`config.mk`:
```
export PLATFORM = sky130hd
export DESIGN_NAME = dmpr_speed_est
export DESIGN_NICKNAME = d
export VERILOG_FILES = /design/src/design/dmpr_pkg.sv /design/src/design/dmpr_speed_est.sv
export SDC_FILE = /design/constraint.sdc
export NUM_CORES = 1
export LEC_CHECK = 0
export ABC_AREA = 0
export BUFFER_PORTS_ARGS = -buffer_cell sky130_fd_sc_hd__buf_2
export CELL_PAD_IN_SITES_DETAIL_PLACEMENT = 0
export CELL_PAD_IN_SITES_GLOBAL_PLACEMENT = 1
export CORE_UTILIZATION = 40
export DETAILED_ROUTE_END_ITERATION = 12
export PLACE_DENSITY = 0.7
export SETUP_SLACK_MARGIN = 0.3
export SYNTH_ARGS = -nofsm -noshare
export SYNTH_HDL_FRONTEND = slang
export SYNTH_SLANG_ARGS = --single-unit
```
`constraint.sdc`:
```
create_clock -name clk -period 8.42 [get_ports clk]
set_clock_uncertainty 0.2 [all_clocks]
set_input_delay 0.842 -clock clk [delete_from_list [all_inputs] [get_ports clk]]
set_output_delay 0.842 -clock clk [all_outputs]
set_load 0.03 [all_outputs]
```
`src/design/dmpr_pkg.sv`:
```
// Shared types, widths and constants of the dual motor PI speed regulator.
// Depends on nothing; every module of the block imports it.
package dmpr_pkg;

    localparam int POS_W     = 32;
    localparam int SPEED_W   = 32;
    localparam int DRIVE_W   = 25;
    localparam int SDRIVE_W  = DRIVE_W + 1;
    localparam int CFG_W     = 24;
    localparam int GAIN_W    = 16;
    localparam int PWM_W     = 14;
    localparam int CFG_IDX_W = 3;
    localparam int QUOT_W    = 26;
    localparam int PWM_SUM_W = 31;

    // Configuration register indexes.
    localparam logic [CFG_IDX_W-1:0] CFG_TARGET_SPEED     = 3'd0;
    localparam logic [CFG_IDX_W-1:0] CFG_OUTPUT_LIMIT     = 3'd1;
    localparam logic [CFG_IDX_W-1:0] CFG_PROP_GAIN_LEFT   = 3'd2;
    localparam logic [CFG_IDX_W-1:0] CFG_INTEG_GAIN_LEFT  = 3'd3;
    localparam logic [CFG_IDX_W-1:0] CFG_PROP_GAIN_RIGHT  = 3'd4;
    localparam logic [CFG_IDX_W-1:0] CFG_INTEG_GAIN_RIGHT = 3'd5;

    // Configuration reset values.
    localparam logic [CFG_W-1:0]  RST_TARGET_SPEED     = 24'd13107;
    localparam logic [CFG_W-1:0]  RST_OUTPUT_LIMIT     = 24'd6553600;
    localparam logic [GAIN_W-1:0] RST_PROP_GAIN_LEFT   = 16'd1408;
    localparam logic [GAIN_W-1:0] RST_INTEG_GAIN_LEFT  = 16'd256;
    localparam logic [GAIN_W-1:0] RST_PROP_GAIN_RIGHT  = 16'd1280;
    localparam logic [GAIN_W-1:0] RST_INTEG_GAIN_RIGHT = 16'd26;

    // Motion codes.
    localparam logic [2:0] MOTION_STOP     = 3'd0;
    localparam logic [2:0] MOTION_FORWARD  = 3'd1;
    localparam logic [2:0] MOTION_BACKWARD = 3'd2;
    localparam logic [2:0] MOTION_CW       = 3'd3;
    localparam logic [2:0] MOTION_CCW      = 3'd4;

    // Motor selection codes.
    localparam logic [1:0] MOTOR_LEFT  = 2'd1;
    localparam logic [1:0] MOTOR_RIGHT = 2'd2;

    // Division by 100: floor(2^32 / 100) as reciprocal, then one correction.
    localparam logic [QUOT_W-1:0] DIV_RECIP = 26'd42949672;
    localparam logic [6:0]        SPEED_DIV = 7'd100;

    // PWM center in Q16.16.
    localparam logic [PWM_SUM_W-1:0] PWM_CENTER_Q16 = 31'd491520000;

    // Control carried along the pipeline for one transaction.
    typedef struct packed {
        logic       valid;
        logic       regulate;
        logic       divide;
        logic [2:0] motion;
        logic [1:0] motor;
    } stage_t;

    // Control from the top level to the speed estimators.
    typedef struct packed {
        logic advance;
        logic hold;
        logic update;
    } spd_ctl_t;

endpackage

```
`src/design/dmpr_speed_est.sv`:
```
// Speed estimator of one wheel: held position, difference and division by 100.
// Depends on dmpr_pkg; instantiated twice by the top level.
module dmpr_speed_est
    import dmpr_pkg::*;
(
    input  logic                      clk,
    input  logic                      rst_n,
    input  spd_ctl_t                  ctl,
    input  logic signed [POS_W-1:0]   position,
    output logic signed [SPEED_W-1:0] speed
);

    logic signed [POS_W-1:0]   pos_reg;
    logic signed [POS_W-1:0]   held_reg;
    logic signed [SPEED_W-1:0] speed_reg;
    logic [POS_W-1:0]          mag_s2_reg;
    logic                      neg_s2_reg;
    logic [POS_W-1:0]          mag_s3_reg;
    logic                      neg_s3_reg;
    logic [QUOT_W-1:0]         quot_s3_reg;

    logic signed [POS_W:0]     diff;
    logic [POS_W:0]            mag_wide;
    logic [POS_W+QUOT_W-1:0]   recip_prod;
    logic [POS_W:0]            back_prod;
    logic [POS_W:0]            remainder;
    logic [QUOT_W-1:0]         quot;
    logic signed [SPEED_W-1:0] speed_next;

    // The magnitude of the difference never exceeds 2^32 - 1.
    assign diff     = {pos_reg[POS_W-1], pos_reg} - {held_reg[POS_W-1], held_reg};
    assign mag_wide = diff[POS_W] ? -diff : diff;

    // The estimate is the true quotient or one below it.
    assign recip_prod = {{QUOT_W{1'b0}}, mag_s2_reg} * {{POS_W{1'b0}}, DIV_RECIP};
    assign back_prod  = (POS_W+1)'(quot_s3_reg) * (POS_W+1)'(SPEED_DIV);
    assign remainder  = {1'b0, mag_s3_reg} - back_prod;

    always_comb
    begin
        quot = quot_s3_reg;
        if (remainder >= (POS_W+1)'(SPEED_DIV))
        begin
            quot = quot_s3_reg + QUOT_W'(1);
        end
        speed_next = neg_s3_reg ? -SPEED_W'(quot) : SPEED_W'(quot);
    end

    always_ff @(posedge clk)
    begin
        if (ctl.advance)
        begin
            pos_reg     <= position;
            mag_s2_reg  <= mag_wide[POS_W-1:0];
            neg_s2_reg  <= diff[POS_W];
            mag_s3_reg  <= mag_s2_reg;
            neg_s3_reg  <= neg_s2_reg;
            quot_s3_reg <= recip_prod[POS_W+QUOT_W-1:POS_W];
        end
    end

    always_ff @(posedge clk or negedge rst_n)
    begin
        if (!rst_n)
        begin
            held_reg  <= '0;
            speed_reg <= '0;
        end
        else
        begin
            if (ctl.hold)
            begin
                held_reg <= pos_reg;
            end
            if (ctl.update)
            begin
                speed_reg <= speed_next;
            end
        end
    end

    assign speed = speed_reg;

endmodule

```
==> metrics.md, run 1 <==
| Metric | Value |
|---|---|
| Outcome | completed |
| Total gr overflow | 0 |
| Hold Crit Depth | 2 |
| Die H | 258 µm |
| Sequential area share after synthesis | 0.201 |
| Post-route ant nets | 0 |
| Min Tclk post-route | between 8 and 9 ns |
| Vias | 18.8k |
| Post-synthesis net count | 3382 |
| Core region area | roughly 0.065 mm² |
| R2R Path Start | quot_s3_reg[8]$_DFFE_PP_ |
| Slew margin rel. | 0.305 |
| Min Hold Slack | 0.299 ns |
| Yosys reg bits | 186 |
| Critical Path Fanout Max | 9 |
| WL/cell | 17.7 µm |
| Final #Nets | 3548 |
| Largest net degree at the start of global routing | a little under 70 |
| Area of the multi-input gates | roughly 0.019 mm² |
| Clock Path Buffers | 2 |
| Iter 0 DRT Violations | 962 |
| Final instance area | 0.0295 mm² |
| Worst Hold End | held_reg[11]$_DFFE_PN0P_ |
| Reg clk slew, reported paths | around 0.09 ns |
| DPL Wire Length | 53.3 mm |
| Final Wtd Congestion | 0.881 |
| Minimum setup slack among reg-to-reg paths | 0.40 ns |
| Distinct cells, synth | 89 |
| Main synth FF type | edfxtp_1 |
| CTS tree | yes |
| Initial antenna violation count | 4 |
| I/O pins | 69 |
| CP max-delay cell | or4b_4 |
| TritonCTS Buffers | 17 |
| DP Area | 0.0280 mm² |
| Routed WL | around 64 mm |
| Final period util | 0.952 |
| Commonest non-fill, non-tap cells in the layout | ha_1 (453), inv_1 (440), fa_1 (300) |
| Area delta synth->final | 12.7% |
| Asr flop ratio synth | 0.344 |
| Row count | 93 |
| Critical R2R Capture | speed[12]$_DFFE_PN0P_ |
| Worst endpoint required time | around 8.6 ns |
| Synth area leader | fa_1 |
| CTS H-tree depth | 4 |
| Residual DRC count | 0 |
| Crit start category | register |
| Layout cells sized above 1 | 0.123 |
| EDFF count, synth | 122 |
| CP max stage delay | around 0.55 ns |
| RSZ-0062 raised after global routing | true |
| Final hold violations | 0 |
| DIE AREA | between 0.06 and 0.07 mm² |
| Max Cap Viol | 0 |
| Hold Path Class | register to register |
| Min-Delay Startpoint | pos_reg[11]$_DFFE_PP_ |
| Worst setup EP type | register |
| Layout Utilization | 0.456 |
| Diodes inserted | 0 |
| Dpl ws | -0.0642 ns |
| Post-synth top area share | 0.230 |
| Root Driver | clkbuf_16 |
| First-pass DRT Iterations | 5 |
| Syn Area/Cell | 10.1 µm² |
| Final Worst Setup Slack | 0.400 ns |
| Clock sinks | 186 |
| Register area | 0.00527 mm² |
| Starting Density | 0.405 |
| Slew @ Worst Pin | 1.02 ns |
| Commonest non-fill, non-tap cell in the layout | ha_1 |
| Final Slew Violations | 0 |
| Syn Inst Count | around 2.6k |
| Synth area leaders | fa_1 (23%), ha_1 (22%), edfxtp_1 (14%) |
| All-Layer GR Usage | 0.198 |
| WS Path Type | register to register |
| Ys Warns | 0 |
| Syn Std Cell Area | 0.0262 mm² |
| Vias in the first global route | 19.6k |
| First-pass GRT wire length | 103 mm |
| Vias/cell | 5.20 |
| Arrival @ worst endpoint | 8.22 ns |
| Fillers | slightly above 6k |
| Die Span X | 258 µm |
| PortBufs | 68 |
| Clock Latency Late Sink | 0.50 ns |
| FF-to-FF path depth | 35 |
| Final setup violation count | 0 |
| Max Fclk | ~0.12 GHz |
[worst max path at each step]
stage,startpoint,to,slack (ns)
finish,quot_s3_reg[8]$_DFFE_PP_,speed[12]$_DFFE_PN0P_,0.40
global route,quot_s3_reg[11]$_DFFE_PP_,speed[20]$_DFFE_PN0P_,0.06
CTS,quot_s3_reg[3]$_DFFE_PP_,speed[25]$_DFFE_PN0P_,0.30
detailed placement,quot_s3_reg[3]$_DFFE_PP_,speed[20]$_DFFE_PN0P_,-0.06
global placement,quot_s3_reg[3]$_DFFE_PP_,speed[25]$_DFFE_PN0P_,0.11
floorplan,quot_s3_reg[4]$_DFFE_PP_,speed[20]$_DFFE_PN0P_,0.30
[metrics by stage]
stage          cells  setup TNS [ns]
3_5_place_dp    3532          -0.223
5_1_grt         3612               0
6_report        3612               0
2_1_floorplan   2578               0
4_1_cts         3575               0
3_3_place_gp    3532               0
[layout make-up]
cell class,instances,area share
clock buffer,18,0.0146
inverter,443,0.0564
clock inverter,14,0.00535
sequential,186,0.179
timing repair buffer,196,0.0471
multi-input combinational,1900,0.662
tap,855,0.0363
[cell usage after synthesis, drive strengths merged (5+ instances only)]
| master | n |
|---|---|
| a31oi | 18 |
| a21o | 56 |
| a21oi | 113 |
| o21ai | 116 |
| clkbuf | 42 |
| o31ai | 17 |
| nor2b | 16 |
| o31a | 6 |
| nand3 | 47 |
| and2 | 15 |
| or2 | 11 |
| o211ai | 14 |
| nor3 | 27 |
| nand3b | 7 |
| dfrtp | 64 |
| xor2 | 49 |
| mux2 | 12 |
| and3 | 15 |
| o21a | 18 |
| a211oi | 14 |
| xnor2 | 108 |
| edfxtp | 122 |
| a211o | 11 |
| a2111oi | 5 |
| buf | 7 |
| nor3b | 8 |
| o2111ai | 6 |
| fa | 300 |
| nor2 | 107 |
| or3 | 13 |
| a311o | 7 |
| nor4 | 12 |
| inv | 443 |
| o21bai | 15 |
| nand2 | 133 |
| ha | 467 |
| a22oi | 8 |
| mux2i | 5 |
| nand2b | 23 |
| nand4 | 31 |
[cell families (layout without fill, tap and decap cells)]
family | after synthesis | count (layout) | synth area share
xor gates and xnor gates | 159 | 159 | 0.0546
buffers and inverters | 492 | 671 | 0.0711
and+or+nand+nor | 481 | 481 | 0.0921
adders and majority gates | 767 | 767 | 0.453
muxes | 17 | 17 | 0.00708
DFF | 186 | 186 | 0.201
AOI/OAI and AO/OA | 476 | 476 | 0.121
[routing by layer]
layer / global-route usage / part of all wire / vias to the layer above / wire length (µm)
met5: 0 / 0 / - / 0
met3: 0.0240 / 0.031 / 83 / 1970
met1: 0.259 / 0.45 / 9185 / 29000
met4: 0.0602 / 0.023 / 0 / 1490
li1: - / - / 9183 / -
met2: 0.340 / 0.49 / 323 / 31500
[critical path, delay by kind of cell (launching register included)]
| kind | cells | cell delay [ns] |
|---|---|---|
| fa+ha+maj | 5 | 1.68 |
| simple gates | 8 | 2.00 |
| compound gates | 14 | 2.69 |
| buf+inv | 8 | 0.89 |
| flops | 1 | 0.44 |
[what timing repair did]
item                                    in CTS  in global routing
setup buffers                               10                 37
endpoints found under the hold margin        0                  0
gates cloned                                 1                  0
hold buffers                                 0                  0
gates resized for setup                     17                 75
pin swaps                                    5                 58
endpoints found under the setup margin      28                 31
Power of run 1 is left out: the tool's default activity adds up to more than one toggle a clock period on the data nets, which glitch-free logic cannot reach.
==> run 2, diff against run 1 <==
CELL_PAD_IN_SITES_DETAIL_PLACEMENT = default   (was 0)
CELL_PAD_IN_SITES_GLOBAL_PLACEMENT = default   (was 1)
PLACE_DENSITY = 0.58   (was 0.7)
==> metrics.md, run 2 (synthesized netlist as in run 1, its figures left out) <==
| Metric | Value |
|---|---|
| Worst path bufs/invs | 5 (was 8) |
| Largest net degree at the start of global routing | 67 (was 69) |
| Reg clk slew, reported paths | 0.08 ns (was 0.09 ns) |
| Iter 0 DRT Violations | 757 (was 962) |
| Hold Buf Count CTS | 0 (unchanged) |
| WL/cell | 17.6 µm (was 17.7 µm) |
| Clock Path Buffers | 2 (unchanged) |
| DPL Wire Length | 52.5 mm (was 53.3 mm) |
| Final Slew Violations | 0 (unchanged) |
| Max Fclk | 0.126 GHz (was 0.125 GHz) |
| Post-route ant nets | 0 (unchanged) |
| I/O pins | 69 (unchanged) |
| Root Driver | clkbuf_16 (unchanged) |
| Max Cap Viol | 0 (unchanged) |
| Starting Density | 0.405 (unchanged) |
| Outcome | completed (unchanged) |
| DIE AREA | 0.0664 mm² (unchanged) |
| Final Wtd Congestion | 0.893 (was 0.881) |
| Fillers | 6123 (was 6202) |
| Initial antenna violation count | 0 (was 4) |
| Die Span X | 258 µm (unchanged) |
| CTS H-tree depth | 4 (unchanged) |
| Final setup violation count | 0 (unchanged) |
| Clock Latency Late Sink | 0.50 ns (about the same) |
| Slew @ Worst Pin | 1.13 ns (was 1.02 ns) |
| Arrival @ worst endpoint | 8.10 ns (was 8.22 ns) |
| All-Layer GR Usage | 0.193 (was 0.198) |
| Critical Path Fanout Max | 7 (was 9) |
| Vias in the first global route | 19.2k (was 19.6k) |
| PortBufs | 68 (unchanged) |
| Hold Path Class | register to register (unchanged) |
| Row count | 93 (unchanged) |
| Layout cells sized above 1 | 0.119 (was 0.123) |
| Residual DRC count | 0 (unchanged) |
| TritonCTS Buffers | 17 (unchanged) |
| CTS tree | yes (unchanged) |
| Worst endpoint required time | 8.57 ns (was 8.62 ns) |
| Clock sinks | 186 (unchanged) |
| First-pass GRT wire length | 101 mm (was 103 mm) |
| Final hold violations | 0 (unchanged) |
| WS Path Type | register to register (unchanged) |
| Min Tclk post-route | 7.95 ns (was 8.02 ns) |
| CP max-delay cell | or4b_4 (unchanged) |
| Routed WL | 63.2 mm (was 63.9 mm) |
| Vias | 18.7k (was 18.8k) |
| Final period util | 0.944 (was 0.952) |
| Final instance area | 0.0293 mm² (was 0.0295 mm²) |
| DP Area | 0.0278 mm² (was 0.0280 mm²) |
| Core region area | 0.0646 mm² (unchanged) |
| Total gr overflow | 0 (unchanged) |
| RSZ-0062 raised after global routing | true (unchanged) |
| Final #Nets | 3519 (was 3548) |
| Crit start category | register (unchanged) |
| First-pass DRT Iterations | 5 (unchanged) |
| Area delta synth->final | 12.2% (was 12.7%) |
| Commonest non-fill, non-tap cells in the layout | ha_1 (445), inv_1 (437), fa_1 (299) (was ha_1 (453), inv_1 (440), fa_1 (300)) |
| Worst setup EP type | register (unchanged) |
| Vias/cell | 5.23 (was 5.20) |
| Commonest non-fill, non-tap cell in the layout | ha_1 (unchanged) |
| Slew margin rel. | 0.231 (was 0.305) |
| CP top delay family | simple AND/OR/NAND/NOR gates (was compound AO/OA/AOI/OAI gates) |
| Diodes inserted | 0 (unchanged) |
| CP max stage delay | 0.56 ns (was 0.55 ns) |
| Die H | 258 µm (unchanged) |
-- run 2: worst paths after layout --
path / start / end / slack, ns / cells after the start
setup reg to reg: quot_s3_reg[4]$_DFFE_PP_ / speed[20]$_DFFE_PN0P_ / 0.47 / 33
max in group asynchronous: rst_n / held_reg[1]$_DFFE_PN0P_ / 7.00 / 2
hold reg to reg: speed[2]$_DFFE_PN0P_ / speed[2]$_DFFE_PN0P_ / 0.29 / 2
hold / removal: speed[2]$_DFFE_PN0P_ / speed[2]$_DFFE_PN0P_ / 0.29 / 2
setup / recovery: quot_s3_reg[4]$_DFFE_PP_ / speed[20]$_DFFE_PN0P_ / 0.47 / 33
min in group asynchronous: rst_n / speed[23]$_DFFE_PN0P_ / 0.35 / 2
-- run 2: metal layers --
layer / global-route usage / vias up / wire length (µm)
li1: - / 9114 / -
met1: 0.251 / 9238 / 28900
met2: 0.336 / 314 / 31200
met3: 0.0215 / 63 / 1810
met4: 0.0549 / 0 / 1240
met5: 0 / - / 0
-- run 2: worst reg2reg max path: cells and delay by family, from the launching register on --
kind	cells	cell delay [ns]
AO/OA/AOI/OAI	10	1.83
adder cells (fa/ha/maj)	6	1.96
flip-flops	1	0.50
buffers and inverters	5	0.49
multiplexers	1	0.24
AND/OR/NAND/NOR	11	2.59
-- run 2: cell type report --
type / instances / area, µm² / share of cell area
Multi-Input combinational cell: 1900 / 19600 / 0.669
Inverter: 443 / 1660 / 0.0567
Clock inverter: 13 / 109 / 0.00371
Clock buffer: 19 / 443 / 0.0151
Tap cell: 855 / 1070 / 0.0365
Timing Repair Buffer: 167 / 1170 / 0.0397
Sequential cell: 186 / 5270 / 0.179
-- run 2: metrics by stage --
stage / worst slack, ns / utilization / setup TNS, ns / hold slack, ns / instances
2_1_floorplan: 0.302 / - / 0 / 0.200 / 2578
3_5_place_dp: -0.167 / 0.431 / -1.48 / 0.271 / 3511
6_report: 0.468 / 0.454 / 0 / 0.285 / 3583
5_1_grt: 0.221 / 0.454 / 0 / 0.300 / 3583
4_1_cts: 0.263 / 0.443 / 0 / 0.284 / 3555
3_3_place_gp: 0.0837 / 0.431 / 0 / 0.266 / 3511
-- run 2: what timing repair did --
action                     4_1_cts  5_1_grt
gates cloned                     1        2
resized for setup               20       94
pin swaps                        8       69
setup endpoints to repair       30       30
setup buffers                   11       26
Power of run 2 is left out for the same reason.
